<file path="src/hdl/dlct_pkg.sv">
// Shared constants, codes and controller/datapath interface structs for the
// line counter tachometer. No dependencies.
`timescale 1ns / 1ps
`default_nettype none
package dlct_pkg;

   localparam int TIME_W        = 32;
   localparam int LINE_W        = 32;
   localparam int ENC_GAP_W     = 16;
   localparam int SYNC_GAP_W    = 24;
   localparam int RPM_W         = 24;
   localparam int RPM_FRAC_BITS = 8;

   // 60e6 fits in 26 bits; the scaled numerator grows by the fraction bits
   localparam int NUM_W = 26 + RPM_FRAC_BITS;
   localparam int CNT_W = $clog2(NUM_W);

   localparam logic [NUM_W-1:0] RPM_NUMERATOR = NUM_W'(64'd60000000 << RPM_FRAC_BITS);
   localparam logic [RPM_W-1:0] RPM_MAX       = {RPM_W{1'b1}};

   localparam logic [ENC_GAP_W-1:0]  ENC_GAP_RESET  = ENC_GAP_W'(400);
   localparam logic [SYNC_GAP_W-1:0] SYNC_GAP_RESET = SYNC_GAP_W'(100000);

   // configuration register indexes
   localparam int CSR_IDX_W = 1;
   localparam int CSR_DATA_W = 24;
   localparam logic [CSR_IDX_W-1:0] REG_ENC_GAP  = 1'b0;
   localparam logic [CSR_IDX_W-1:0] REG_SYNC_GAP = 1'b1;

   // event kinds on the request tuser
   localparam logic OP_ENCODER = 1'b0;
   localparam logic OP_SYNC    = 1'b1;

   typedef struct packed {
      logic load;      // capture request beat
      logic eval;      // judge debounce, prime divider
      logic div_step;  // one quotient bit
      logic emit;      // load response register, commit state
   } dlct_cmd_type;

   typedef struct packed {
      logic item_sync;
      logic pass_now;
      logic div_last;
      logic out_free;
   } dlct_status_type;

endpackage
`default_nettype wire

</file>
<file path="src/hdl/dlct_datapath.sv">
// Datapath: item capture, debounce compare, tachometer state, restoring
// divider for rpm and the response register. Depends on dlct_pkg.
`timescale 1ns / 1ps
`default_nettype none
module dlct_datapath (
   input  wire logic                              clock,
   input  wire logic                              reset,
   input  wire dlct_pkg::dlct_cmd_type            cmd,
   output dlct_pkg::dlct_status_type              status,
   input  wire logic                              csr_we,
   input  wire logic [dlct_pkg::CSR_IDX_W-1:0]    csr_index,
   input  wire logic [dlct_pkg::CSR_DATA_W-1:0]   csr_wdata,
   input  wire logic [dlct_pkg::TIME_W-1:0]       req_tdata,
   input  wire logic [0:0]                        req_tuser,
   output logic                                   rsp_tvalid,
   input  wire logic                              rsp_tready,
   output logic [55:0]                            rsp_tdata,
   output logic [1:0]                             rsp_tuser
);

   logic [dlct_pkg::ENC_GAP_W-1:0]  enc_gap_ff,  enc_gap_in;
   logic [dlct_pkg::SYNC_GAP_W-1:0] sync_gap_ff, sync_gap_in;

   logic                          item_sync_ff, item_sync_in;
   logic [dlct_pkg::TIME_W-1:0]   item_time_ff, item_time_in;
   logic                          pass_ff, pass_in;

   logic [dlct_pkg::TIME_W-1:0]   last_enc_ff,  last_enc_in;
   logic [dlct_pkg::TIME_W-1:0]   last_sync_ff, last_sync_in;
   logic [dlct_pkg::LINE_W-1:0]   line_cnt_ff,  line_cnt_in;
   logic [dlct_pkg::RPM_W-1:0]    rpm_ff,       rpm_in;

   logic [dlct_pkg::TIME_W-1:0]   div_rem_ff, div_rem_in;
   logic [dlct_pkg::TIME_W-1:0]   div_den_ff, div_den_in;
   logic [dlct_pkg::NUM_W-1:0]    div_num_ff, div_num_in;
   logic [dlct_pkg::NUM_W-1:0]    div_quo_ff, div_quo_in;
   logic [dlct_pkg::CNT_W-1:0]    div_cnt_ff, div_cnt_in;

   logic                          rsp_valid_ff, rsp_valid_in;
   logic                          rsp_line_ff,  rsp_line_in;
   logic                          rsp_sync_ff,  rsp_sync_in;
   logic [dlct_pkg::LINE_W-1:0]   rsp_index_ff, rsp_index_in;
   logic [dlct_pkg::RPM_W-1:0]    rsp_rpm_ff,   rsp_rpm_in;

   logic [dlct_pkg::TIME_W-1:0]   elapsed;
   logic [dlct_pkg::TIME_W-1:0]   min_gap;
   logic [dlct_pkg::TIME_W:0]     trial;
   logic [dlct_pkg::TIME_W+1:0]   diff;
   logic                          line_ok;
   logic                          sync_ok;
   logic [dlct_pkg::RPM_W-1:0]    rpm_sat;

   // debounce: wrapped elapsed time against the gap of this event kind
   always_comb begin
      if (item_sync_ff == dlct_pkg::OP_SYNC) begin
         elapsed = item_time_ff - last_sync_ff;
         min_gap = dlct_pkg::TIME_W'(sync_gap_ff);
      end else begin
         elapsed = item_time_ff - last_enc_ff;
         min_gap = dlct_pkg::TIME_W'(enc_gap_ff);
      end
   end

   // restoring divide step; zero divisor gives all ones and saturates
   assign trial = {div_rem_ff, div_num_ff[dlct_pkg::NUM_W-1]};
   assign diff  = {1'b0, trial} - {2'b00, div_den_ff};

   assign rpm_sat = (div_quo_ff[dlct_pkg::NUM_W-1:dlct_pkg::RPM_W] != '0)
                    ? dlct_pkg::RPM_MAX : div_quo_ff[dlct_pkg::RPM_W-1:0];

   assign line_ok = pass_ff && (item_sync_ff == dlct_pkg::OP_ENCODER);
   assign sync_ok = pass_ff && (item_sync_ff == dlct_pkg::OP_SYNC);

   assign status.item_sync = (item_sync_ff == dlct_pkg::OP_SYNC);
   assign status.pass_now  = (elapsed >= min_gap);
   assign status.div_last  = (div_cnt_ff == '0);
   assign status.out_free  = !rsp_valid_ff || rsp_tready;

   always_comb begin
      enc_gap_in   = enc_gap_ff;
      sync_gap_in  = sync_gap_ff;
      item_sync_in = item_sync_ff;
      item_time_in = item_time_ff;
      pass_in      = pass_ff;
      last_enc_in  = last_enc_ff;
      last_sync_in = last_sync_ff;
      line_cnt_in  = line_cnt_ff;
      rpm_in       = rpm_ff;
      div_rem_in   = div_rem_ff;
      div_den_in   = div_den_ff;
      div_num_in   = div_num_ff;
      div_quo_in   = div_quo_ff;
      div_cnt_in   = div_cnt_ff;
      rsp_valid_in = rsp_valid_ff && !rsp_tready;
      rsp_line_in  = rsp_line_ff;
      rsp_sync_in  = rsp_sync_ff;
      rsp_index_in = rsp_index_ff;
      rsp_rpm_in   = rsp_rpm_ff;

      if (csr_we) begin
         case (csr_index)
            dlct_pkg::REG_ENC_GAP:  enc_gap_in  = csr_wdata[dlct_pkg::ENC_GAP_W-1:0];
            dlct_pkg::REG_SYNC_GAP: sync_gap_in = csr_wdata[dlct_pkg::SYNC_GAP_W-1:0];
            default: ;
         endcase
      end

      if (cmd.load) begin
         item_sync_in = req_tuser[0];
         item_time_in = req_tdata;
      end

      if (cmd.eval) begin
         pass_in    = status.pass_now;
         div_rem_in = '0;
         div_den_in = elapsed;
         div_num_in = dlct_pkg::RPM_NUMERATOR;
         div_quo_in = '0;
         div_cnt_in = dlct_pkg::CNT_W'(dlct_pkg::NUM_W - 1);
      end

      if (cmd.div_step) begin
         div_num_in = {div_num_ff[dlct_pkg::NUM_W-2:0], 1'b0};
         div_cnt_in = div_cnt_ff - 1'b1;
         if (!diff[dlct_pkg::TIME_W+1]) begin
            div_rem_in = diff[dlct_pkg::TIME_W-1:0];
            div_quo_in = {div_quo_ff[dlct_pkg::NUM_W-2:0], 1'b1};
         end else begin
            div_rem_in = trial[dlct_pkg::TIME_W-1:0];
            div_quo_in = {div_quo_ff[dlct_pkg::NUM_W-2:0], 1'b0};
         end
      end

      if (cmd.emit) begin
         rsp_valid_in = 1'b1;
         rsp_line_in  = line_ok;
         rsp_sync_in  = sync_ok;
         rsp_index_in = line_ok ? line_cnt_ff : '0;
         rsp_rpm_in   = sync_ok ? rpm_sat : rpm_ff;
         if (line_ok) begin
            last_enc_in = item_time_ff;
            line_cnt_in = line_cnt_ff + 1'b1;
         end
         if (sync_ok) begin
            last_sync_in = item_time_ff;
            line_cnt_in  = '0;
            rpm_in       = rpm_sat;
         end
      end
   end

   always_ff @(posedge clock) begin
      if (reset) begin
         enc_gap_ff   <= dlct_pkg::ENC_GAP_RESET;
         sync_gap_ff  <= dlct_pkg::SYNC_GAP_RESET;
         last_enc_ff  <= '0;
         last_sync_ff <= '0;
         line_cnt_ff  <= '0;
         rpm_ff       <= '0;
         rsp_valid_ff <= 1'b0;
      end else begin
         enc_gap_ff   <= enc_gap_in;
         sync_gap_ff  <= sync_gap_in;
         last_enc_ff  <= last_enc_in;
         last_sync_ff <= last_sync_in;
         line_cnt_ff  <= line_cnt_in;
         rpm_ff       <= rpm_in;
         rsp_valid_ff <= rsp_valid_in;
      end
   end

   always_ff @(posedge clock) begin
      item_sync_ff <= item_sync_in;
      item_time_ff <= item_time_in;
      pass_ff      <= pass_in;
      div_rem_ff   <= div_rem_in;
      div_den_ff   <= div_den_in;
      div_num_ff   <= div_num_in;
      div_quo_ff   <= div_quo_in;
      div_cnt_ff   <= div_cnt_in;
      rsp_line_ff  <= rsp_line_in;
      rsp_sync_ff  <= rsp_sync_in;
      rsp_index_ff <= rsp_index_in;
      rsp_rpm_ff   <= rsp_rpm_in;
   end

   assign rsp_tvalid = rsp_valid_ff;
   assign rsp_tdata  = {rsp_rpm_ff, rsp_index_ff};
   assign rsp_tuser  = {rsp_sync_ff, rsp_line_ff};

endmodule
`default_nettype wire

</file>
<file path="src/hdl/dlct_ctrl.sv">
// Controller FSM: sequences capture, debounce, divide and response load.
// Depends on dlct_pkg.
`timescale 1ns / 1ps
`default_nettype none
module dlct_ctrl (
   input  wire logic                         clock,
   input  wire logic                         reset,
   input  wire logic                         req_tvalid,
   output logic                              req_tready,
   output dlct_pkg::dlct_cmd_type            cmd,
   input  wire dlct_pkg::dlct_status_type    status
);

   localparam logic [1:0] ST_IDLE = 2'd0;
   localparam logic [1:0] ST_EVAL = 2'd1;
   localparam logic [1:0] ST_DIV  = 2'd2;
   localparam logic [1:0] ST_EMIT = 2'd3;

   logic [1:0] state_ff, state_in;

   assign req_tready = (state_ff == ST_IDLE);

   always_comb begin
      state_in     = state_ff;
      cmd.load     = 1'b0;
      cmd.eval     = 1'b0;
      cmd.div_step = 1'b0;
      cmd.emit     = 1'b0;
      case (state_ff)
         ST_IDLE: begin
            if (req_tvalid) begin
               cmd.load = 1'b1;
               state_in = ST_EVAL;
            end
         end
         ST_EVAL: begin
            cmd.eval = 1'b1;
            // only an accepted sync needs the divider
            if (status.item_sync && status.pass_now) begin
               state_in = ST_DIV;
            end else begin
               state_in = ST_EMIT;
            end
         end
         ST_DIV: begin
            cmd.div_step = 1'b1;
            if (status.div_last) begin
               state_in = ST_EMIT;
            end
         end
         ST_EMIT: begin
            if (status.out_free) begin
               cmd.emit = 1'b1;
               state_in = ST_IDLE;
            end
         end
         default: state_in = ST_IDLE;
      endcase
   end

   always_ff @(posedge clock) begin
      if (reset) begin
         state_ff <= ST_IDLE;
      end else begin
         state_ff <= state_in;
      end
   end

endmodule
`default_nettype wire

</file>
<file path="src/hdl/debounced_line_counter_tachometer.sv">
// Request capture, evaluation, then response load for an encoder edge or a debounced
// edge; an accepted sync also steps the restoring divider (one rpm quotient bit
// per cycle) before the response load. One item in flight; next request beat is
// taken the cycle after the response register loads, while that beat waits.
// Reset (synchronous): gaps to 400 us / 100000 us, times, line count, rpm zero.
`timescale 1ns / 1ps
`default_nettype none
module debounced_line_counter_tachometer (
   input  wire logic                              clock,
   input  wire logic                              reset,
   input  wire logic                              req_tvalid,
   output logic                                   req_tready,
   input  wire logic [31:0]                       req_tdata,  // [31:0] timestamp_us
   input  wire logic [0:0]                        req_tuser,  // [0] operation
   output logic                                   rsp_tvalid,
   input  wire logic                              rsp_tready,
   output logic [55:0]                            rsp_tdata,  // [31:0] line_index, [55:32] rpm_q8
   output logic [1:0]                             rsp_tuser,  // [0] line_valid, [1] sync_valid
   input  wire logic                              csr_we,
   input  wire logic [dlct_pkg::CSR_IDX_W-1:0]    csr_index,
   input  wire logic [dlct_pkg::CSR_DATA_W-1:0]   csr_wdata
);

   dlct_pkg::dlct_cmd_type    cmd;
   dlct_pkg::dlct_status_type status;

   dlct_ctrl u_ctrl (
      .clock      (clock),
      .reset      (reset),
      .req_tvalid (req_tvalid),
      .req_tready (req_tready),
      .cmd        (cmd),
      .status     (status)
   );

   dlct_datapath u_datapath (
      .clock      (clock),
      .reset      (reset),
      .cmd        (cmd),
      .status     (status),
      .csr_we     (csr_we),
      .csr_index  (csr_index),
      .csr_wdata  (csr_wdata),
      .req_tdata  (req_tdata),
      .req_tuser  (req_tuser),
      .rsp_tvalid (rsp_tvalid),
      .rsp_tready (rsp_tready),
      .rsp_tdata  (rsp_tdata),
      .rsp_tuser  (rsp_tuser)
   );

endmodule
`default_nettype wire
</file>
<file path="config.mk">
export PLATFORM = sky130hd
export DESIGN_NAME = debounced_line_counter_tachometer
export DESIGN_NICKNAME = d
export VERILOG_FILES = /design/src/hdl/dlct_pkg.sv /design/src/hdl/dlct_datapath.sv /design/src/hdl/dlct_ctrl.sv /design/src/hdl/debounced_line_counter_tachometer.sv
export SDC_FILE = /design/constraint.sdc
export NUM_CORES = 1
export LEC_CHECK = 0
export BUFFER_PORTS_ARGS = -buffer_cell sky130_fd_sc_hd__buf_2
export CORE_MARGIN = 1.5
export CORE_UTILIZATION = 48
export CTS_CLUSTER_DIAMETER = 30
export DETAILED_ROUTE_END_ITERATION = 16
export HOLD_SLACK_MARGIN = 0.05
export MAX_ROUTING_LAYER = met4
export PLACE_DENSITY = 0.66
export SYNTH_ARGS = -nofsm -noshare
export SYNTH_HDL_FRONTEND = slang
export SYNTH_SLANG_ARGS = --single-unit
</file>
<file path="constraint.sdc">
create_clock -name clock -period 15.5 [get_ports clock]
set_input_delay 0.775 -clock clock [delete_from_list [all_inputs] [get_ports clock]]
set_output_delay 0.775 -clock clock [all_outputs]
set_load 0.02 [all_outputs]
</file>
== Yosys cells after proc, flatten, opt, wreduce, memory -nomap -nowiden ==
Cells that the tools add are included.
Operators by class
  add/sub/neg operators: 5
  multipliers: 0
  divide/modulo/power cells: 0
  order comparisons: 1
  equality and inequality tests: 6
  shifts and indexed selects: 0
  mux-type cells: 28
  bitwise gates (word level): 2
  reduce and logical (&&, ||, !) cells: 18
Operators with widths (count)
  $mux 32: 6
  $mux 34: 4
  $mux 24: 3
  $sub 32x32->32: 2
  $sub 33x32->34: 1
  $add 32x1->32 const B: 1
  $ge 32x32->1: 1
  $mux 6: 2
  $reduce_and 2->1: 5
  $reduce_bool 10->1: 1
  $mux 1: 9
  $pmux 2 s4: 1
  $logic_not 6->1: 1
  $mux 2: 3
  $ne 2x2->1 const B: 3
  $sub 6x1->6 const B: 1
  $eq 2x2->1 const B: 2
  $logic_and 1x1->1: 4
  $reduce_bool 2->1: 2
  $reduce_and 3->1: 1
  $eq 2x1->1 const B: 1
  $logic_not 1->1: 2
  $logic_not 2->1: 1
  $not 1->1: 2
  $logic_or 1x1->1: 1
Storage, ports and cells
  register bits after elaboration: 377
  latch bits: 0
  bits in writable memories: 0
  bits in read-only memories: 0
  input port bits: 63
  output and inout bits: 60
  word-level logic and storage cells: 81
  memories kept: 0

== Longest topological paths before layout ==
  depth in word-level cells: 6
  gate-level depth with buffers: 24
  mapped depth without buffers: 21

== Modules after synthesis ==
Synthesis repeated with hierarchy kept, for this count alone.
Second synthesis, totals
  cells, all modules: 1764
  area, all modules: 18189.9 µm²
Modules (own cells, without submodules)
  dlct_datapath: times used 1, cells each 1740, area each 17963.5 µm², sequential area each 9649.3 µm²
  dlct_ctrl: times used 1, cells each 24, area each 226.5 µm², sequential area each 40.0 µm²

== Worst setup path before layout ==
No wires, ideal clock.
  path type: flip-flop to flip-flop
  start point: reg u_datapath.item_sync_ff
  end point: reg u_datapath.pass_ff (data pin)
  setup time: 0.272 ns
  arrival time: 5.402 ns
  data required time: 15.228 ns
  slack: 9.826 ns
  cell stages (with the launch flop): 22
  path buffers: 3
  period minus slack after synthesis: 5.674 ns
  cells stage by stage: edfxtp_1 clkbuf_1 clkbuf_1 buf_1 mux2i_1 ha_1 nor2b_1 o31a_1 o21ai_0 nor2b_1 o21ai_0 nand2b_1 xnor2_1 ha_1 a21o_1 a211o_1 a2111oi_0 o21ai_0 a211o_1 a2111oi_4 nor4b_1 or4b_1
RTL lines
  start: declaration: RTL line dlct_datapath.sv:24  | logic item_sync_ff, item_sync_in;
  start signal: assignment: RTL line dlct_datapath.sv:173  | item_sync_ff <= item_sync_in;
  end signal: assignment: RTL line dlct_datapath.sv:175  | pass_ff <= pass_in;
  end: declaration: RTL line dlct_datapath.sv:26  | logic pass_ff, pass_in;

==> metrics <==
Detailed Route Iter0 Violations 786; largest net degree at the start of global routing 89; Avg Inst Size Synth 10.0 sq um; Non-Filler Instances 2547; Synth area leaders edfxtp_1 (35%), dfxtp_1 (18%), ha_1 (6.4%); total CTS buffers 82; worst hold slack 0.369 ns; worst skew pair latency 0.59 ns; hold depth 1; count leader, synth nand2_1; Post-Syn Area 18400 sq um; # H-tree levels 3; Critical Path Start Type register; Die X 199 um; routability cong. 0.912; Multi-input gate area 8130 sq um; Reg area 9690 sq um; layout cell share with drive strength beyond 1 14.5%; CP peak stage delay 0.58 ns; Lkg Pwr 8.59 nW; synth cell count leaders nand2_1 (278), edfxtp_1 (214), a21oi_1 (185); clock power share 38.0%; P_int 3.04 mW; Avg Vias per Cell 5.43; Port Buf Inserts 122; CTS tree yes; clock slew seen by the registers of the worst setup and hold paths 0.05 ns; slew margin rel. 19.1%; Clock Skew 0.0222 ns; Worst Setup End Kind register; synthesized flop and latch total 377; post_cts resized 0; # hold bufs at CTS 0; Req. time, crit path 15.82 ns; Synth top area share 35.0%; post-route minimum period 6.02 ns; critical path class register to register; reg2reg path depth 21; asr flop ratio synth 0%; cell count after synthesis 1831; Primary FF master, synth edfxtp_1; sequential area share after synthesis 52.8%; fin. max-slew vios 0; most frequent CP cell o21ai_0; initial antenna violation count 1; Comb power frac 30.0%; crit path cell chain buf_4 -> buf_4 -> mux2i_1 -> ha_1 -> a211oi_1 -> o21ai_0 -> nand2_1 -> o21ai_0 -> a31oi_1 -> o21bai_1 -> a21oi_1 -> xnor2_1 -> ha_1 -> a21oi_1 -> o21ai_0 -> a21o_1 -> a211oi_1 -> nor2_1 -> a2111oi_4 -> nor4b_1 -> or4b_1; Ys Warns 0; RSZ-0062 raised after global routing no; final-report hold violation count 0; pwr dens 206 nW/um^2; die area 39400 sq um; FP Rows 71; Final Cycle Share 38.8%; clk buf depth 3; GRT Util Overall 22.1%; antenna-violating nets left 0; setup total negative slack 0 ns; Post-Route WL 41700 um; vias 13.8k; Hold Path Class input port to register; CP arrival 6.33 ns; number of synthesized flops with an enable pin 214; DR pass1 iterations 5; CP max-delay cell buf_4; first-pass GRT wire length 68000 um; Setup-failing EPs final 0; HPWL after DPL 27400 um; fillers 3185; largest area contributor in the netlist edfxtp_1; fmax 0.166 GHz; Mapped Nets 1990; Die Y-Extent 199 um; drt wl/cell 16.4 um; fin nets 2125; vias in the first global route 13.5k; Initial Util 48.7%; core area 37700 sq um; Post-CTS Setup Bufs 0; Psw 1.53 mW; Net Sw Frac 33.6%; root buffer cell clkbuf_16; Sequential Power Share 32.0%; status finished, final reports clean; distinct cell type count after synthesis 72; Top Ports 123; Area Overhead vs Synth 21.2%; Post-Place Cells 2393; peak supply drop 0.102 mV; GRT overflow 0; worst slew pin tran 1.21 ns; Crit Path Max Fanout 38; maxcap violations 0; residual DRC count 0; CTS sink cnt 377
-- kinds of logic (layout without fill, tap and decap cells) --
logic type | count (synthesis) | count (layout) | synth area share [%]
other cells | 0 | 1 | 0
compound gates | 422 | 422 | 14.3
flops | 377 | 377 | 52.8
xor+xnor | 69 | 69 | 3.29
buf+inv | 151 | 355 | 3.16
fa+ha+maj | 96 | 96 | 6.63
simple gates | 662 | 662 | 16.9
mux | 54 | 54 | 2.96
-- layer usage --
metal / track usage, % / part of all wire [%]
met1: 29.3 / 47
met4: 8.61 / 2.5
met5: - / 0
met3: 3.46 / 4.3
met2: 33.9 / 46
-- layout by cell type (no fill, tap or decap), types with 80 or more instances in the layout --
| cell | count |
|---|---|
| and2_1 | 81 |
| ha_1 | 93 |
| a21oi_1 | 184 |
| clkbuf_16 | 85 |
| dfxtp_1 | 163 |
| buf_2 | 122 |
| o21ai_0 | 80 |
| nor2_1 | 134 |
| edfxtp_1 | 214 |
| nand2_1 | 278 |
-- critical path, delay by kind of cell, from the launching register on --
kind / cells / cell delay, ns
xor+xnor: 1 / 0.21
flops: 1 / 0.31
mux: 1 / 0.27
simple gates: 4 / 0.90
buf+inv: 2 / 1.01
compound gates: 11 / 2.38
fa+ha+maj: 2 / 0.64
-- per-stage QoR --
| step | total power [mW] | setup WS [ns] | utilization [%] | cell area [sq um] |
|---|---|---|---|---|
| 4_1_cts | 4.60 | 9.59 | 59.1 | 22300 |
| 6_report | 4.57 | 9.48 | 59.1 | 22300 |
| 5_1_grt | 4.84 | 8.99 | 59.1 | 22300 |
| 2_1_floorplan | 2.50 | 9.83 | - | 18400 |
| 3_5_place_dp | 2.83 | 9.65 | 51.6 | 19400 |
| 3_3_place_gp | 2.80 | 9.90 | 51.6 | 19400 |
-- cell type report --
class,instances,area share [%]
inverter,65,1.10
timing repair buffer,137,3.25
clock inverter,53,2.61
multi-input combinational,1303,36.5
clock buffer,100,10.1
tap,511,2.87
sequential,377,43.5
antenna,1,0.0112
-- worst paths after layout --
kind / startpoint / endpoint / slack, ns
worst max-delay path: u_datapath.item_sync_ff$_DFFE_PP_ / u_datapath.pass_ff$_DFFE_PP_ / 9.48
worst min-delay path: req_tdata[28] / u_datapath.item_time_ff[28]$_DFFE_PP_ / 0.37
worst max register to register: u_datapath.item_sync_ff$_DFFE_PP_ / u_datapath.pass_ff$_DFFE_PP_ / 9.48
worst min register to register: u_datapath.sync_gap_ff[0]$_SDFFE_PP0P_ / u_datapath.sync_gap_ff[0]$_SDFFE_PP0P_ / 0.45
-- flip-flops by register name, summed over array words and instances (netlist names) --
name / cells
u_datapath.div_num_ff: 18
u_datapath.rpm_ff: 24
u_datapath.item_sync_ff: 1
u_datapath.pass_ff: 1
u_datapath.enc_gap_ff: 16
u_ctrl.state_ff: 2
u_datapath.line_cnt_ff: 32
u_datapath.rsp_tvalid: 1
u_datapath.rsp_index_ff: 32
u_datapath.sync_gap_ff: 24
u_datapath.rsp_line_ff: 1
u_datapath.div_cnt_ff: 6
u_datapath.div_den_ff: 32
u_datapath.div_quo_ff: 34
u_datapath.item_time_ff: 32
u_datapath.last_sync_ff: 32
u_datapath.div_rem_ff: 32
u_datapath.rsp_sync_ff: 1
u_datapath.rsp_rpm_ff: 24
u_datapath.last_enc_ff: 32
-- power groups by stage --
stage / sequential [mW] / clock (mW) / combinational [mW]
6_report: 1.47 / 1.74 / 1.37
5_1_grt: 1.49 / 1.82 / 1.53
4_1_cts: 1.46 / 1.77 / 1.37
3_5_place_dp: 1.48 / 0 / 1.35
3_3_place_gp: 1.47 / 0 / 1.33
2_1_floorplan: 1.47 / 0 / 1.03
Power figures use the tool's default switching activity.
